==> config.mk <==
export PLATFORM = sky130hd
export DESIGN_NAME = stereo_adpcm_nibble_decoder_core_flat
export DESIGN_NICKNAME = d
export VERILOG_FILES = /design/src/rtl/core/sadpcm_pkg.sv /design/src/rtl/core/sadpcm_if.sv /design/src/rtl/core/sadpcm_lane.sv /design/src/rtl/core/sadpcm_merge.sv /design/src/rtl/core/stereo_adpcm_nibble_decoder_core.sv /design/src/flat_wrapper.sv
export VERILOG_INCLUDE_DIRS = /design/src /design/src/rtl/core
export SDC_FILE = /design/constraint.sdc
export NUM_CORES = 1
export LEC_CHECK = 0
export BUFFER_PORTS_ARGS = -buffer_cell sky130_fd_sc_hd__buf_2
export CORE_AREA = 2 2 186 133
export CTS_BUF_LIST = sky130_fd_sc_hd__clkbuf_8
export CTS_CLUSTER_DIAMETER = 40
export CTS_CLUSTER_SIZE = 16
export DETAILED_ROUTE_END_ITERATION = 6
export DIE_AREA = 0 0 188 135
export PLACE_DENSITY = 0.78
export SYNTH_ARGS = -nofsm -noshare
export SYNTH_HDL_FRONTEND = slang
export SYNTH_SLANG_ARGS = --single-unit
==> constraint.sdc <==
create_clock -name clk -period 18.7 [get_ports clk]
set_input_delay 3.74 -clock clk [delete_from_list [all_inputs] [get_ports clk]]
set_output_delay 3.74 -clock clk [all_outputs]
set_load 0.01 [all_outputs]
==> src/rtl/core/assert_macros.svh <==
// Assertion helpers for the stereo ADPCM core.
// Each macro samples on clk and is disabled while arst_n is low.
`ifndef ASSERT_MACROS_SVH
`define ASSERT_MACROS_SVH

// Same-cycle implication: whenever ante holds, cons holds too.
`define ASSERT_IMPL(lbl, ante, cons, msg) \
	lbl: assert property (@(posedge clk) disable iff (!arst_n) (ante) |-> (cons)) \
		else $error(msg);

// Next-cycle implication: whenever ante holds, cons holds in the cycle after.
`define ASSERT_NEXT(lbl, ante, cons, msg) \
	lbl: assert property (@(posedge clk) disable iff (!arst_n) (ante) |=> (cons)) \
		else $error(msg);

`endif

==> src/rtl/core/sadpcm_pkg.sv <==
// ---------------------------------------------------------------------------
// sadpcm_pkg
// Shared widths, register codes, lane structs and step tables for the
// stereo ADPCM nibble decoder.
// ---------------------------------------------------------------------------
`default_nettype none

package sadpcm_pkg;

	localparam int SAMPLE_W   = 16;
	localparam int INDEX_W    = 7;
	localparam int CODE_W     = 4;
	localparam int MAG_W      = 3;
	localparam int STEP_W     = 15;
	localparam int BYTE_W     = 8;
	localparam int CFG_IDX_W  = 2;
	localparam int CFG_DATA_W = 16;
	localparam int IDX_LAST   = 88;

	localparam logic [INDEX_W-1:0] IDX_MAX = INDEX_W'(IDX_LAST);
	localparam logic signed [SAMPLE_W-1:0] SAMPLE_MAX = 16'sh7FFF;
	localparam logic signed [SAMPLE_W-1:0] SAMPLE_MIN = 16'sh8000;

	typedef enum logic [CFG_IDX_W-1:0] {
		REG_INIT_LEFT_SAMPLE  = 2'd0,
		REG_INIT_LEFT_INDEX   = 2'd1,
		REG_INIT_RIGHT_SAMPLE = 2'd2,
		REG_INIT_RIGHT_INDEX  = 2'd3
	} cfg_reg_t;

	// Per-lane control from the top level.
	typedef struct packed {
		logic advance;  // beat accepted this cycle
		logic load;     // reload channel state from the init registers first
	} lane_ctl_t;

	// Chunk start values for one lane.
	typedef struct packed {
		logic signed [SAMPLE_W-1:0] sample;
		logic [INDEX_W-1:0]         index;
	} lane_init_t;

	// What a lane produces for the current beat.
	typedef struct packed {
		logic signed [SAMPLE_W-1:0] sample;
		logic [INDEX_W-1:0]         index;
	} lane_res_t;

	localparam logic [STEP_W-1:0] STEP_TABLE [0:IDX_LAST] = '{
		15'd7,     15'd8,     15'd9,     15'd10,    15'd11,    15'd12,    15'd13,
		15'd14,    15'd16,    15'd17,    15'd19,    15'd21,    15'd23,    15'd25,
		15'd28,    15'd31,    15'd34,    15'd37,    15'd41,    15'd45,    15'd50,
		15'd55,    15'd60,    15'd66,    15'd73,    15'd80,    15'd88,    15'd97,
		15'd107,   15'd118,   15'd130,   15'd143,   15'd157,   15'd173,   15'd190,
		15'd209,   15'd230,   15'd253,   15'd279,   15'd307,   15'd337,   15'd371,
		15'd408,   15'd449,   15'd494,   15'd544,   15'd598,   15'd658,   15'd724,
		15'd796,   15'd876,   15'd963,   15'd1060,  15'd1166,  15'd1282,  15'd1411,
		15'd1552,  15'd1707,  15'd1878,  15'd2066,  15'd2272,  15'd2499,  15'd2749,
		15'd3024,  15'd3327,  15'd3660,  15'd4026,  15'd4428,  15'd4871,  15'd5358,
		15'd5894,  15'd6484,  15'd7132,  15'd7845,  15'd8630,  15'd9493,  15'd10442,
		15'd11487, 15'd12635, 15'd13899, 15'd15289, 15'd16818, 15'd18500, 15'd20350,
		15'd22385, 15'd24623, 15'd27086, 15'd29794, 15'd32767
	};

	function automatic logic [STEP_W-1:0] step_lookup(input logic [INDEX_W-1:0] idx);
		logic [STEP_W-1:0] step;
		if (idx <= IDX_MAX) begin
			step = STEP_TABLE[idx];
		end else begin
			step = STEP_TABLE[IDX_LAST];
		end
		return step;
	endfunction

	// Index adjustment, indexed by the code magnitude.
	function automatic logic signed [INDEX_W:0] index_move(input logic [MAG_W-1:0] mag);
		logic signed [INDEX_W:0] mv;
		case (mag)
			3'd4:    mv = 8'sd2;
			3'd5:    mv = 8'sd4;
			3'd6:    mv = 8'sd6;
			3'd7:    mv = 8'sd8;
			default: mv = -8'sd1;
		endcase
		return mv;
	endfunction

	function automatic logic [INDEX_W-1:0] clamp_index(input logic [INDEX_W-1:0] idx);
		return (idx > IDX_MAX) ? IDX_MAX : idx;
	endfunction

endpackage

`default_nettype wire

==> src/rtl/core/sadpcm_if.sv <==
// ---------------------------------------------------------------------------
// sadpcm_if
// Valid/ready channels of the stereo ADPCM decoder: coded bytes in,
// sample pairs out.
// ---------------------------------------------------------------------------
`default_nettype none

interface sadpcm_byte_if import sadpcm_pkg::*; ();
	logic              valid;
	logic              ready;
	logic [BYTE_W-1:0] code_byte;
	logic              first_of_chunk;

	modport source (output valid, code_byte, first_of_chunk, input ready);
	modport sink   (input valid, code_byte, first_of_chunk, output ready);
endinterface

interface sadpcm_pcm_if import sadpcm_pkg::*; ();
	logic                       valid;
	logic                       ready;
	logic signed [SAMPLE_W-1:0] left_sample;
	logic signed [SAMPLE_W-1:0] right_sample;

	modport source (output valid, left_sample, right_sample, input ready);
	modport sink   (input valid, left_sample, right_sample, output ready);
endinterface

`default_nettype wire

==> src/rtl/core/sadpcm_lane.sv <==
// ---------------------------------------------------------------------------
// sadpcm_lane
// One channel of the decoder: holds predictor and step index, decodes one
// 4-bit code per accepted beat.
// ---------------------------------------------------------------------------
`default_nettype none

module sadpcm_lane import sadpcm_pkg::*; (
	input  wire logic              clk,
	input  wire logic              arst_n,
	input  wire lane_ctl_t         ctl,
	input  wire lane_init_t        init,
	input  wire logic [CODE_W-1:0] code,
	output lane_res_t              res
);

	logic signed [SAMPLE_W-1:0] pred_q;
	logic [INDEX_W-1:0]         idx_q;

	logic signed [SAMPLE_W-1:0] base_pred;
	logic [INDEX_W-1:0]         base_idx;
	logic [STEP_W-1:0]          step;
	logic [MAG_W-1:0]           mag;
	logic [MAG_W+STEP_W-1:0]    prod;
	logic [SAMPLE_W-1:0]        diff;
	logic signed [SAMPLE_W+1:0] sum;
	logic signed [INDEX_W:0]    idx_sum;

	assign base_pred = ctl.load ? init.sample : pred_q;
	assign base_idx  = ctl.load ? clamp_index(init.index) : idx_q;
	assign step      = step_lookup(base_idx);
	assign mag       = code[MAG_W-1:0];
	assign prod      = {{STEP_W{1'b0}}, mag} * {{MAG_W{1'b0}}, step};
	assign diff      = prod[MAG_W+STEP_W-1:2];

	always_comb begin
		if (code[CODE_W-1]) begin
			sum = {{2{base_pred[SAMPLE_W-1]}}, base_pred} - $signed({2'b00, diff});
		end else begin
			sum = {{2{base_pred[SAMPLE_W-1]}}, base_pred} + $signed({2'b00, diff});
		end

		if (sum > $signed({{2{1'b0}}, SAMPLE_MAX})) begin
			res.sample = SAMPLE_MAX;
		end else if (sum < $signed({{2{1'b1}}, SAMPLE_MIN})) begin
			res.sample = SAMPLE_MIN;
		end else begin
			res.sample = sum[SAMPLE_W-1:0];
		end

		idx_sum = $signed({1'b0, base_idx}) + index_move(mag);
		if (idx_sum < 0) begin
			res.index = '0;
		end else if (idx_sum > $signed({1'b0, IDX_MAX})) begin
			res.index = IDX_MAX;
		end else begin
			res.index = idx_sum[INDEX_W-1:0];
		end
	end

	always_ff @(posedge clk or negedge arst_n) begin
		if (!arst_n) begin
			pred_q <= '0;
			idx_q  <= '0;
		end else if (ctl.advance) begin
			pred_q <= res.sample;
			idx_q  <= res.index;
		end
	end

endmodule

`default_nettype wire

==> src/rtl/core/sadpcm_merge.sv <==
// ---------------------------------------------------------------------------
// sadpcm_merge
// Joins the two lane samples into one output beat and holds it in the
// output register until the sink takes it.
// ---------------------------------------------------------------------------
`default_nettype none

module sadpcm_merge import sadpcm_pkg::*; (
	input  wire logic      clk,
	input  wire logic      arst_n,
	input  wire logic      advance,
	input  wire lane_res_t left_res,
	input  wire lane_res_t right_res,
	output logic           take_ok,
	sadpcm_pcm_if.source   pcm
);

	logic                       valid_q;
	logic signed [SAMPLE_W-1:0] left_q;
	logic signed [SAMPLE_W-1:0] right_q;

	// Room for a new beat when empty or when the held beat leaves now.
	assign take_ok = !valid_q || pcm.ready;

	always_ff @(posedge clk or negedge arst_n) begin
		if (!arst_n) begin
			valid_q <= 1'b0;
		end else if (take_ok) begin
			valid_q <= advance;
		end
	end

	always_ff @(posedge clk) begin
		if (advance) begin
			left_q  <= left_res.sample;
			right_q <= right_res.sample;
		end
	end

	assign pcm.valid        = valid_q;
	assign pcm.left_sample  = left_q;
	assign pcm.right_sample = right_q;

endmodule

`default_nettype wire

==> src/rtl/core/stereo_adpcm_nibble_decoder_core.sv <==
// ---------------------------------------------------------------------------
// stereo_adpcm_nibble_decoder_core
// Stereo 4-bit ADPCM decoder: one code byte in, one left/right sample pair
// out.
// ---------------------------------------------------------------------------
// Each beat on the coded channel carries one byte; the high nibble is a left
// code and the low nibble a right code. Two lanes decode the nibbles side by
// side, each keeping its own 16-bit predictor and 0..88 step index. The
// difference is ((code & 7) * step) >> 2 using the step of the index held
// before the beat; bit 3 of the code subtracts. The predictor saturates to
// the signed 16-bit range and the index moves by the usual IMA table and is
// clamped to 0..88. With first_of_chunk set, both lanes reload predictor and
// index from the init registers (an index above 88 loads as 88) before the
// byte is decoded. Throughput is one byte per clock while the sink keeps
// taking pairs: the only loop is each lane's state feedback (step table read,
// 3x15 multiply, add and saturate). The sample pair of an accepted byte is
// in the output register in the next cycle. The coded channel stays
// ready while the output register is empty or being drained, so bytes keep
// flowing under a continuously ready sink. The configuration port writes
// registers 0..3 (left sample, left index, right sample, right index); write
// it only while no decoded beat is pending.
// ---------------------------------------------------------------------------
`default_nettype none

`include "assert_macros.svh"

module stereo_adpcm_nibble_decoder_core import sadpcm_pkg::*; (
	input  wire logic                  clk,
	input  wire logic                  arst_n,
	input  wire logic                  cfg_we,
	input  wire logic [CFG_IDX_W-1:0]  cfg_index,
	input  wire logic [CFG_DATA_W-1:0] cfg_data,
	sadpcm_byte_if.sink                coded,
	sadpcm_pcm_if.source               decoded
);

	// Chunk start registers.
	lane_init_t left_init_q;
	lane_init_t right_init_q;

	lane_ctl_t  lane_ctl;
	lane_res_t  left_res;
	lane_res_t  right_res;
	logic       take_ok;
	logic       beat_in;

	always_ff @(posedge clk or negedge arst_n) begin
		if (!arst_n) begin
			left_init_q  <= '0;
			right_init_q <= '0;
		end else if (cfg_we) begin
			case (cfg_reg_t'(cfg_index))
				REG_INIT_LEFT_SAMPLE:  left_init_q.sample  <= cfg_data[SAMPLE_W-1:0];
				REG_INIT_LEFT_INDEX:   left_init_q.index   <= cfg_data[INDEX_W-1:0];
				REG_INIT_RIGHT_SAMPLE: right_init_q.sample <= cfg_data[SAMPLE_W-1:0];
				REG_INIT_RIGHT_INDEX:  right_init_q.index  <= cfg_data[INDEX_W-1:0];
				default: ;
			endcase
		end
	end

	// Accept a byte whenever the output register has room.
	assign coded.ready      = take_ok;
	assign beat_in          = coded.valid && take_ok;
	assign lane_ctl.advance = beat_in;
	assign lane_ctl.load    = coded.first_of_chunk;

	// Left lane decodes the high nibble, right lane the low nibble.
	sadpcm_lane u_left_lane (
		.clk    (clk),
		.arst_n (arst_n),
		.ctl    (lane_ctl),
		.init   (left_init_q),
		.code   (coded.code_byte[BYTE_W-1:CODE_W]),
		.res    (left_res)
	);

	sadpcm_lane u_right_lane (
		.clk    (clk),
		.arst_n (arst_n),
		.ctl    (lane_ctl),
		.init   (right_init_q),
		.code   (coded.code_byte[CODE_W-1:0]),
		.res    (right_res)
	);

	// Combine both lanes into the output beat.
	sadpcm_merge u_merge (
		.clk       (clk),
		.arst_n    (arst_n),
		.advance   (beat_in),
		.left_res  (left_res),
		.right_res (right_res),
		.take_ok   (take_ok),
		.pcm       (decoded)
	);

	`ASSERT_IMPL(a_ready_when_empty, !decoded.valid, coded.ready, "coded stalled with empty output")
	`ASSERT_NEXT(a_beat_fills_output, beat_in, decoded.valid, "accepted byte produced no output")
	`ASSERT_NEXT(a_left_sample_lands, beat_in, decoded.left_sample == $past(left_res.sample), "left sample lost")
	`ASSERT_IMPL(a_left_index_range, beat_in, left_res.index <= IDX_MAX, "left step index out of range")
	`ASSERT_IMPL(a_right_index_range, beat_in, right_res.index <= IDX_MAX, "right step index out of range")

endmodule

`default_nettype wire

==> src/flat_wrapper.sv <==
// flat-port wrapper written by rule: the top's interface ports become plain ports
module stereo_adpcm_nibble_decoder_core_flat import sadpcm_pkg::*;
  (clk, arst_n, cfg_we, cfg_index, cfg_data, coded_valid, coded_code_byte, coded_first_of_chunk, coded_ready, decoded_valid, decoded_left_sample, decoded_right_sample, decoded_ready);
  sadpcm_byte_if coded_i ();
  sadpcm_pcm_if decoded_i ();
  input  wire logic clk;
  input  wire logic arst_n;
  input  wire logic cfg_we;
  input  wire logic [CFG_IDX_W-1:0] cfg_index;
  input  wire logic [CFG_DATA_W-1:0] cfg_data;
  input wire logic [$bits(coded_i.valid)-1:0] coded_valid;
  input wire logic [$bits(coded_i.code_byte)-1:0] coded_code_byte;
  input wire logic [$bits(coded_i.first_of_chunk)-1:0] coded_first_of_chunk;
  output wire logic [$bits(coded_i.ready)-1:0] coded_ready;
  output wire logic [$bits(decoded_i.valid)-1:0] decoded_valid;
  output wire logic [$bits(decoded_i.left_sample)-1:0] decoded_left_sample;
  output wire logic [$bits(decoded_i.right_sample)-1:0] decoded_right_sample;
  input wire logic [$bits(decoded_i.ready)-1:0] decoded_ready;
  assign coded_i.valid = coded_valid;
  assign coded_i.code_byte = coded_code_byte;
  assign coded_i.first_of_chunk = coded_first_of_chunk;
  assign coded_ready = coded_i.ready;
  assign decoded_valid = decoded_i.valid;
  assign decoded_left_sample = decoded_i.left_sample;
  assign decoded_right_sample = decoded_i.right_sample;
  assign decoded_i.ready = decoded_ready;
  stereo_adpcm_nibble_decoder_core u_core (.clk(clk), .arst_n(arst_n), .cfg_we(cfg_we), .cfg_index(cfg_index), .cfg_data(cfg_data), .coded(coded_i), .decoded(decoded_i));
endmodule
==> results.cfg, run 1 <==
[routing]
drt_first_pass_iters = 6
vias = 13515
vias_per_cell = 6.599
first_iter_violations = 1808
drtAntennaViolNets = 0
routedWlPerCell_microns = 19.38
drc = 0
drt_wl_total_microns = 39690

[clock_network]
postCtsSetupRepairBufs = 0
post_cts_resized = 0
cts.clk_slew.worst_paths_ns = 0.08
root_buffer = clkbuf_8
cts_max_path_buffers = 2
hold_buffers = 0
clkSinkCount = 125
clock_latency_ns = 0.46
cts_buffers = 17
cts_tree = done
htreeDepth = 4

[sta]
relSlewSlack = 0.2047
finalCritPeriodShare = 0.7402
rsz0062_at_grt = no
finalSetupViolations = 0
min_period_ns = 13.84
finalClockSkew_ns = 0.01812
fmax_mhz = 72.25
drv_slew = 0
worst_slew_pin_slew_ns = 1.193
hold_violations = 0
setup_tns_ns = 0

[setup_path]
slowest_delay_ns = 0.99
required_ns = 19.03
critical_path_class = in2reg
critPathSlowestCell = a221oi_2
crit_path_max_fanout = 35
start_kind = primary input
end_kind = flop
arrival_ns = 14.17
worst_path_most_repeated_cell = a21oi_1

[yosys]
synth_nets = 1872
synth-xor-area-share = 0.05357
synth_seq_area_share = 0.2343
netlist_instances = 1706
synth-simple-area-share = 0.1812
synth_area_sq_um = 14040
synthMuxAreaShare = 0.07256
synth-compound-area-share = 0.2755
synth_area_per_cell_sq_um = 8.227
ys_ff_latch = 125
synth_flop_cell = dfrtp_1
ys_types = 99
synthTopCellsByArea = dfrtp_1 17%, ha_1 9.1%, edfxtp_1 6.8%, mux2_2 6.3%, a21oi_1 5.7%
synth_top_cell_area_share = 0.1658
yosysWarnings = 0
synth-edff-count = 32
yosysTopAreaCell = dfrtp_1
async_flop_share = 0.7440
synth_top_family_by_area = compound AO/OA/AOI/OAI gates
synthTopCellsByCount = 159 x a21oi_1, 158 x nand2_1, 139 x nor2_1
synth.most_common_cell = a21oi_1
yosys.area_share.adder = 0.1366

[hold_path]
hp-class = reg2reg

[die]
pin_count = 66
die_width_microns = 188
dieHeight_microns = 135
coreArea_sq_um = 23460
rows = 47
start_util = 0.5982
dieArea_sq_um = 25380

[layout]
final_util = 0.6354
multiInputGateArea_sq_um = 10110
syn2layout_area_growth_pct = 6.222
nets = 1879
drive_gt1_frac = 0.1321
fillerInstances = 1960
final-seq-area_sq_um = 3288

[global_route]
grt.overflow.total = 0
grt_first_pass_wirelength_microns = 64040
grt_max_degree = 80
grtUsageTotal = 0.3093
grt_pass1_vias = 12134
antenna_found_initial = 5

[outcome]
run_status = complete, no violations

[job]
cap_violations = 0

[placed_design]
dp_hpwl_microns = 29390
gp_congestion = 0.9950
portBuffers = 65
[final cells by class]
| class | instances | area share |
|---|---|---|
| well taps | 318 | 0.02669 |
| repair buffers | 83 | 0.03105 |
| clock inverters | 14 | 0.008728 |
| flip-flops and latches | 125 | 0.2205 |
| diodes | 4 | 0.0006714 |
| multi-input cells | 1416 | 0.6781 |
| inverters | 70 | 0.01762 |
| clock buffers | 18 | 0.01662 |
[logic make-up after synthesis]
| family | after synthesis |
|---|---|
| muxes | 92 |
| DFF | 125 |
| AOI/OAI and AO/OA | 583 |
| and+or+nand+nor | 522 |
| xor gates and xnor gates | 85 |
| adders and majority gates | 134 |
| buffers and inverters | 165 |
[metrics by stage]
stage / cell area [sq um] / setup slack, ns / hold slack [ns] / instances
CTS: 14900 / 5.136 / 0.4890 / 2044
finish: 14910 / 4.859 / 0.4854 / 2048
floorplan: 14040 / 6.115 / 0.4478 / 1706
global placement: 14520 / 4.793 / 0.4619 / 2012
global route: 14910 / 4.287 / 0.5154 / 2048
detailed placement: 14520 / 4.661 / 0.4704 / 2012
[layout by cell type (no fill, tap or decap), types with 17 or more instances in the layout]
cell      synthesis  layout
ha_1            102     102
a21oi_1         159     159
fa_1             32      32
o22ai_1          17      17
o211ai_1         26      26
nor2_1          139     139
xor2_1           38      38
nor3_1           34      34
mux2_2           78      78
a31oi_1          21      21
xnor2_1          46      46
a21o_1           26      26
edfxtp_1         32      32
o21ai_1          20      20
and2_1           52      52
dfrtp_1          93      93
clkbuf_8          0      18
a211oi_1         32      32
buf_4             3      19
nand3_1          34      34
nand2_1         158     158
o21ai_0         115     115
buf_2             3      64
inv_1            64      64
[worst max-delay path: cells and delay by family]
kind / cells / cell delay (ns)
adder cells (fa/ha/maj): 4 / 1.52
AO/OA/AOI/OAI: 13 / 4.13
AND/OR/NAND/NOR: 10 / 2.59
buffers and inverters: 4 / 1.94
XOR/XNOR: 1 / 0.21
[path summary, 6_finish.rpt]
path	cells past startpoint	to	startpoint	slack, ns
setup / recovery	32	u_core.u_left_lane.pred_q[12]	coded_first_of_chunk	4.86
hold / removal	2	u_core.u_right_lane.pred_q[11]	u_core.u_right_lane.pred_q[11]	0.49
setup reg to reg	32	u_core.u_left_lane.pred_q[12]	u_core.left_init_q[2]	8.05
hold reg to reg	2	u_core.u_right_lane.pred_q[11]	u_core.u_right_lane.pred_q[11]	0.49
max in group asynchronous	2	u_core.u_left_lane.idx_q[6]	arst_n	14.29
min in group asynchronous	1	u_core.u_right_lane.pred_q[10]	arst_n	3.12
[flip-flops by register name, summed over array words and instances, names as in the netlist, 7 cells and up]
| signal | count |
|---|---|
| u_core.left_init_q | 23 |
| u_core.right_init_q | 23 |
| u_core.u_left_lane.idx_q | 7 |
| u_core.u_left_lane.pred_q | 16 |
| u_core.u_merge.pcm.left_sample | 16 |
| u_core.u_merge.pcm.right_sample | 16 |
| u_core.u_right_lane.idx_q | 7 |
| u_core.u_right_lane.pred_q | 16 |
[metal layers]
metal,GRT usage,wire (microns),share of wire
met5,0,13,0.00033
met4,0.06299,592,0.015
met3,0.05743,3617,0.091
met2,0.4625,17100,0.43
met1,0.4661,18360,0.46
Power of run 1 is left out: the tool's default activity adds up to more than one toggle a clock period on the data nets, which glitch-free logic cannot reach.
==> run 2, diff against run 1 <==
- ABC_AREA: default -> 1
- CORE_AREA: 2 2 186 133 -> 2 2 188 135
- DIE_AREA: 0 0 188 135 -> 0 0 190 137
- PLACE_DENSITY: 0.78 -> 0.79
- clock period: 18.7 -> 12 ns (I/O delays scaled with it)
==> run 2 against run 1 <==
  * The run now ends with design-rule violations left
  * Sequential share of layout area is 0.13 points lower
  * Global-route usage up 1.3 points
  * Wire length rose by 2.6%
  * Non-clock buffer count did not move
  * Count of clock-buffer cells in the layout down 1
  * Synthesized cell count is 26% higher
  * Via count is 7.3% higher
  * Die area is 2.6% higher
  * Critical path depth up 8
  * Critical path type unchanged
  * Largest cell class unchanged
  * Highest routed layer is now met4
==> results.cfg, run 2 <==
[sta]
rsz0062_at_grt = no
finalClockSkew_ns = 0.01569
worst_slew_pin_slew_ns = 1.057
relSlewSlack = 0.2924
hold_violations = 0
min_period_ns = 9.942
drv_slew = 0
setup_tns_ns = 0
layout_setup_ws_ns = 2.058
fmax_mhz = 100.6
finalCritPeriodShare = 0.8285
hold_slack_ns = 0.4842
finalSetupViolations = 0

[die]
pin_count = 66
start_util = 0.5798
coreArea_sq_um = 24200
rows = 48
die_width_microns = 190
dieArea_sq_um = 26030
dieHeight_microns = 137

[placed_design]
dp_hpwl_microns = 30980
gp_congestion = 1.011
pre_cts_slack_ns = 1.718
portBuffers = 65

[yosys]
ys_types = 61
synthTopCellsByCount = 706 x nand2_1, 250 x inv_1, 145 x nor2_1
ys_ff_latch = 125
synth_top_cell_area_share = 0.1888
netlist_instances = 2144
synth_area_per_cell_sq_um = 6.545
synth_seq_area_share = 0.2343
yosysWarnings = 0
synthTopCellsByArea = nand2_1 19%, dfrtp_1 17%, ha_1 9.1%, edfxtp_1 6.8%, inv_1 6.7%
synth.most_common_cell = nand2_1
synth_area_sq_um = 14030
synth_flop_cell = dfrtp_1
async_flop_share = 0.7440
synth-edff-count = 32
synth_nets = 2310
yosysTopAreaCell = nand2_1

[setup_path]
slowest_delay_ns = 0.51
worst_path_most_repeated_cell = nand2_1
r2r-start = u_core.right_init_q[0]
arrival_ns = 10.10
reg2regPathDepth = 41
critical_path_class = in2reg
crit_path_max_fanout = 52
start_kind = primary input
rrSetupSlack_ns = 3.81
required_ns = 12.16
rr_endpoint = u_core.u_merge.pcm.right_sample[4]
critPathSlowestCell = fa_1
end_kind = flop

[clock_network]
post_cts_resized = 0
htreeDepth = 4
cts_buffers = 17
hold_buffers = 0
cts_tree = done
cts_max_path_buffers = 2
clock_latency_ns = 0.45
postCtsSetupRepairBufs = 0
root_buffer = clkbuf_8
cts.clk_slew.worst_paths_ns = 0.07
clkSinkCount = 125

[hold_path]
hold_depth = 2
hold_end = u_core.u_right_lane.pred_q[1]
hp-class = reg2reg
hold_start = u_core.u_right_lane.pred_q[1]

[layout]
drive_gt1_frac = 0.09950
antenna_cells = 0
nets = 2344
syn2layout_area_growth_pct = 6.847
mostFrequentLayoutCells = 706 x nand2_1, 251 x inv_1, 145 x nor2_1
reg.largest.list = u_core.left_init_q x23, u_core.right_init_q x23
layout_commonest_cell = nand2_1

[global_route]
grt.overflow.total = 0
grt_max_degree = 74
grt_pass1_vias = 13616
antenna_found_initial = 0
grtUsageTotal = 0.3221
grt_first_pass_wirelength_microns = 67480

[routing]
routedWlPerCell_microns = 16.18
drt_first_pass_iters = 7
drtAntennaViolNets = 0
vias = 14508
vias_per_cell = 5.766
first_iter_violations = 1523
drt_wl_total_microns = 40710
drc = 3

[outcome]
run_status = finished with violations
failed_checks = design-rule violations

[job]
cap_violations = 0
## run 2: changes by cell type after synthesis, sizes merged, moves of 28 or more
cell    before  now
nand3       34  121
a211oi      33    1
clkbuf      74   46
nand2      158  756
mux2        78    0
and2        55    2
inv         65  259
## run 2: layer usage
layer / vias up / global-route usage / wire length [microns] / share of wire
met5: - / 0 / 0 / 0
met4: 0 / 0.07580 / 718 / 0.018
met3: 75 / 0.07923 / 4154 / 0.10
met2: 680 / 0.4990 / 17560 / 0.43
met1: 6706 / 0.4533 / 18280 / 0.45
li1: 7047 / - / - / -
## run 2: worst max path at each step
stage,start,endpoint,slack (ns),cells past startpoint
floorplan,coded_first_of_chunk,u_core.u_merge.pcm.left_sample[7],2.89,39
global placement,coded_first_of_chunk,u_core.u_merge.pcm.right_sample[1],1.80,41
detailed placement,coded_first_of_chunk,u_core.u_merge.pcm.left_sample[10],1.72,39
CTS,coded_first_of_chunk,u_core.u_merge.pcm.right_sample[4],2.14,41
global route,coded_first_of_chunk,u_core.u_merge.pcm.right_sample[4],1.25,44
finish,coded_first_of_chunk,u_core.u_merge.pcm.right_sample[4],2.06,40
## run 2: layout make-up
type                            instances  area (sq um)
Timing Repair Buffer                   83         462.9
Sequential cell                       125          3288
Clock buffer                           17         234.0
Tap cell                              325         406.6
Clock inverter                         15         175.2
Inverter                              263         987.2
Multi-Input combinational cell       1688          9440
Fill cell                            2235          9209
## run 2: worst max-delay path, delay by kind of cell
kind | cells | cell delay (ns)
simple gates | 17 | 2.28
fa+ha+maj | 6 | 2.07
compound gates | 6 | 1.46
xor+xnor | 1 | 0.18
buf+inv | 10 | 1.67
## run 2: logic make-up (layout without fill, tap and decap cells)
group / count (synthesis) / after routing / share of synthesized area
and+or+nand+nor: 1086 / 1086 / 0.3261
AOI/OAI and AO/OA: 394 / 394 / 0.1628
buffers and inverters: 331 / 378 / 0.09326
adders and majority gates: 134 / 134 / 0.1366
DFF: 125 / 125 / 0.2343
xor gates and xnor gates: 72 / 72 / 0.04547
muxes: 2 / 2 / 0.001427
## run 2: stage by stage
stage / cell area [sq um] / utilization / std cells
4_1_cts: 14990 / 0.6195 / 2516
3_3_place_gp: 14590 / 0.6026 / 2484
5_1_grt: 14990 / 0.6195 / 2516
6_report: 14990 / 0.6195 / 2516
2_1_floorplan: 14030 / - / 2144
3_5_place_dp: 14590 / 0.6026 / 2484
Power of run 2 is left out for the same reason.
==> run 3, diff against run 2 <==
- ABC_AREA: 1 -> 0
- clock period: 12 -> 8.54 ns (I/O delays scaled with it)
==> run 3 against run 2 <==
  * The flow now stops in global routing (5_1_grt)
  * Synthesized cell count shrank 20%
  * Synthesized area barely moved
==> results.cfg, run 3 <==
[yosys]
ys_types = 99
synth_seq_area_share = 0.2343
synthTopCellsByCount = 159 x a21oi_1, 158 x nand2_1, 139 x nor2_1
synth_top_cell_area_share = 0.1658
synth_area_per_cell_sq_um = 8.227
synthTopCellsByArea = dfrtp_1 17%, ha_1 9.1%, edfxtp_1 6.8%, mux2_2 6.3%, a21oi_1 5.7%
yosysWarnings = 0
ys_ff_latch = 125
async_flop_share = 0.7440
yosysTopAreaCell = dfrtp_1
synth_area_sq_um = 14040
synth-edff-count = 32
synth_flop_cell = dfrtp_1
synth_nets = 1872
netlist_instances = 1706
synth.most_common_cell = a21oi_1

[global_route]
antenna_found_initial = 22
grt_max_degree = 73
grtUsageTotal = 0.7640
grt.overflow.total = 131

[sta]
crit_endpoint = u_core.u_right_lane.pred_q[9]$_DFFE_PN0P_/D
endpoint_type = sequential cell input

[die]
start_util = 0.5799
die_width_microns = 190
dieHeight_microns = 137
pin_count = 66
rows = 48

[clock_network]
hold_buffers = 0
cts_max_path_buffers = 2
htreeDepth = 4
cts_buffers = 17
root_buffer = clkbuf_8
clkSinkCount = 125

[placed_design]
dp_hpwl_microns = 37630
portBuffers = 65
gp_congestion = 0.9997
dp.cells = 2416

[outcome]
tool.error = [ERROR GRT-0232] Routing congestion too high. Check the congestion heatmap in the GUI.
run_status = stopped before the end
lastStage = global routing (5_1_grt)
==> run 3: changes by cell type after synthesis, sizes merged, moves of 15 or more <==
cell    previous run  this run
o21ai            154       136
mux2               0        78
inv              259        65
a21o               2        26
clkbuf            46        74
nor2b              0        15
xnor2             26        46
a211oi             1        33
nand2b             0        16
and2               2        55
nand2            756       158
nand3            121        34
==> run 3: kinds of logic after synthesis <==
logic type                 Yosys count  synth area share
AOI/OAI and AO/OA                  583            0.2755
muxes                               92           0.07256
buffers and inverters              165           0.04626
DFF                                125            0.2343
adders and majority gates          134            0.1366
xor gates and xnor gates            85           0.05358
and+or+nand+nor                    522            0.1812
==> run 3: metrics by stage <==
stage               hold WS (ns)  area, sq um  setup TNS [ns]  worst slack (ns)
floorplan                 0.4478        14340          -14.37           -0.5275
global placement          0.4607        17780          -43.81           -0.8220
detailed placement        0.4751        17780          -58.85            -1.157
CTS                       0.4952        19020          -1.047          -0.06202
==> run 3: timing repair <==
action | CTS
pin swaps | 52
setup buffers | 30
cloned | 4
endpoints found under the setup margin | 62
hold endpoints to repair | 0
gates resized for setup | 124
==> run 3: metal layers <==
metal / GRT overflow / track usage
met5: 3 / 0.5115
met3: 9 / 0.6605
met4: 54 / 0.6757
met1: 3 / 0.7752
met2: 62 / 0.9000
==> run 4, diff against run 3 <==
- CORE_AREA: 2 2 188 135 -> 2 2 191 193
- CTS_BUF_LIST: sky130_fd_sc_hd__clkbuf_8 -> default
- CTS_CLUSTER_DIAMETER: 40 -> default
- CTS_CLUSTER_SIZE: 16 -> default
- DIE_AREA: 0 0 190 137 -> 0 0 193 195
- PLACE_DENSITY: 0.79 -> default
- PLACE_DENSITY_LB_ADDON: default -> 0.15
- clock period: 8.54 -> 11.1 ns (I/O delays scaled with it)
==> run 4 against run 3 <==
  * The flow now finishes without violations
==> results.cfg, run 4 (synthesized netlist as in run 1, its figures left out) <==
[setup_path]
r2r-start = u_core.right_init_q[0]
worst_path_most_repeated_cell = ha_1
critPathSlowestCell = fa_1
crit_path_max_fanout = 23
cpLargestDelayFamily = compound AO/OA/AOI/OAI gates
end_kind = flop
rr_endpoint = u_core.u_right_lane.pred_q[6]
rrSetupSlack_ns = 1.88
arrival_ns = 10.77
crit_buf_inv = 4
start_kind = primary input
critical_path_class = in2reg
slowest_delay_ns = 0.49
required_ns = 11.40
reg2regPathDepth = 31

[routing]
vias = 13069
drt_wl_total_microns = 40460
drt_first_pass_iters = 5
routedWlPerCell_microns = 18.26
vias_per_cell = 5.898
first_iter_violations = 1175
drc = 0
drtAntennaViolNets = 0

[placed_design]
dp_hpwl_microns = 31070
portBuffers = 65
gp_congestion = 0.9228

[die]
dieArea_sq_um = 37640
coreArea_sq_um = 35400
die_width_microns = 193
dieHeight_microns = 195
rows = 69
pin_count = 66
start_util = 0.3965

[clock_network]
post_cts_resized = 0
hold_buffers = 0
cts.clk_slew.worst_paths_ns = 0.06
postCtsSetupRepairBufs = 0
cts_max_path_buffers = 2
clkSinkCount = 125
cts_tree = done
root_buffer = clkbuf_16
htreeDepth = 4
clock_latency_ns = 0.41
cts_buffers = 17

[global_route]
grt_pass1_vias = 12350
grt_first_pass_wirelength_microns = 66030
grtUsageTotal = 0.2140
grt_max_degree = 77
antenna_found_initial = 0
grt.overflow.total = 0

[layout]
nets = 1908
reg.largest.list = u_core.left_init_q x23, u_core.right_init_q x23
fillerInstances = 3473
mostFrequentLayoutCells = 159 x a21oi_1, 158 x nand2_1, 139 x nor2_1
antenna_cells = 0
syn2layout_area_growth_pct = 10.84
drive_gt1_frac = 0.1459
multiInputGateArea_sq_um = 10120
layout_commonest_cell = a21oi_1
final-seq-area_sq_um = 3288

[job]
cap_violations = 0

[hold_path]
hold_start = u_core.u_right_lane.idx_q[4]
hold_depth = 1
hold_end = u_core.u_right_lane.idx_q[4]
hp-class = reg2reg

[sta]
worst_slew_pin_slew_ns = 0.9714
setup_tns_ns = 0
rsz0062_at_grt = no
hold_violations = 0
drv_slew = 0
fmax_mhz = 95.54
finalCritPeriodShare = 0.9429
finalSetupViolations = 0
min_period_ns = 10.47
finalClockSkew_ns = 0.01385
relSlewSlack = 0.3524

[outcome]
run_status = complete, no violations
run 4: layout make-up:
| type | count | share of cell area |
|---|---|---|
| Multi-Input combinational cell | 1416 | 0.6502 |
| Sequential cell | 125 | 0.2114 |
| Timing Repair Buffer | 112 | 0.04456 |
| Tap cell | 461 | 0.03708 |
| Clock buffer | 18 | 0.02759 |
| Inverter | 70 | 0.01689 |
| Clock inverter | 14 | 0.01231 |
run 4: worst max path at each step:
stage,start,endpoint,slack (ns),cells after the start
after floorplan,coded_first_of_chunk,u_core.u_right_lane.pred_q[12],0.04,36
after global placement,coded_first_of_chunk,u_core.u_right_lane.pred_q[3],0.34,31
after detailed placement,coded_first_of_chunk,u_core.u_right_lane.pred_q[6],0.14,31
after CTS,coded_first_of_chunk,u_core.u_right_lane.pred_q[4],0.57,31
after global routing,coded_first_of_chunk,u_core.u_merge.pcm.left_sample[5],0.05,32
final,coded_first_of_chunk,u_core.u_right_lane.pred_q[6],0.63,31
run 4: per-layer routing:
metal / part of all wire / global-route usage
met1: 0.48 / 0.3114
met2: 0.45 / 0.3416
met3: 0.049 / 0.01743
met4: 0.020 / 0.05359
met5: 0 / 0
run 4: metrics by stage:
step	cell area (sq um)	hold slack (ns)	cells	utilization	setup WS, ns
after global routing	15560	0.4944	2216	0.4395	0.05079
after global placement	14930	0.4610	2184	0.4218	0.3400
after detailed placement	14930	0.4678	2184	0.4218	0.1400
after CTS	15550	0.4803	2216	0.4393	0.5661
final	15560	0.4754	2216	0.4395	0.6334
after floorplan	14040	0.4478	1706	-	0.03501
Power of run 4 is left out for the same reason.
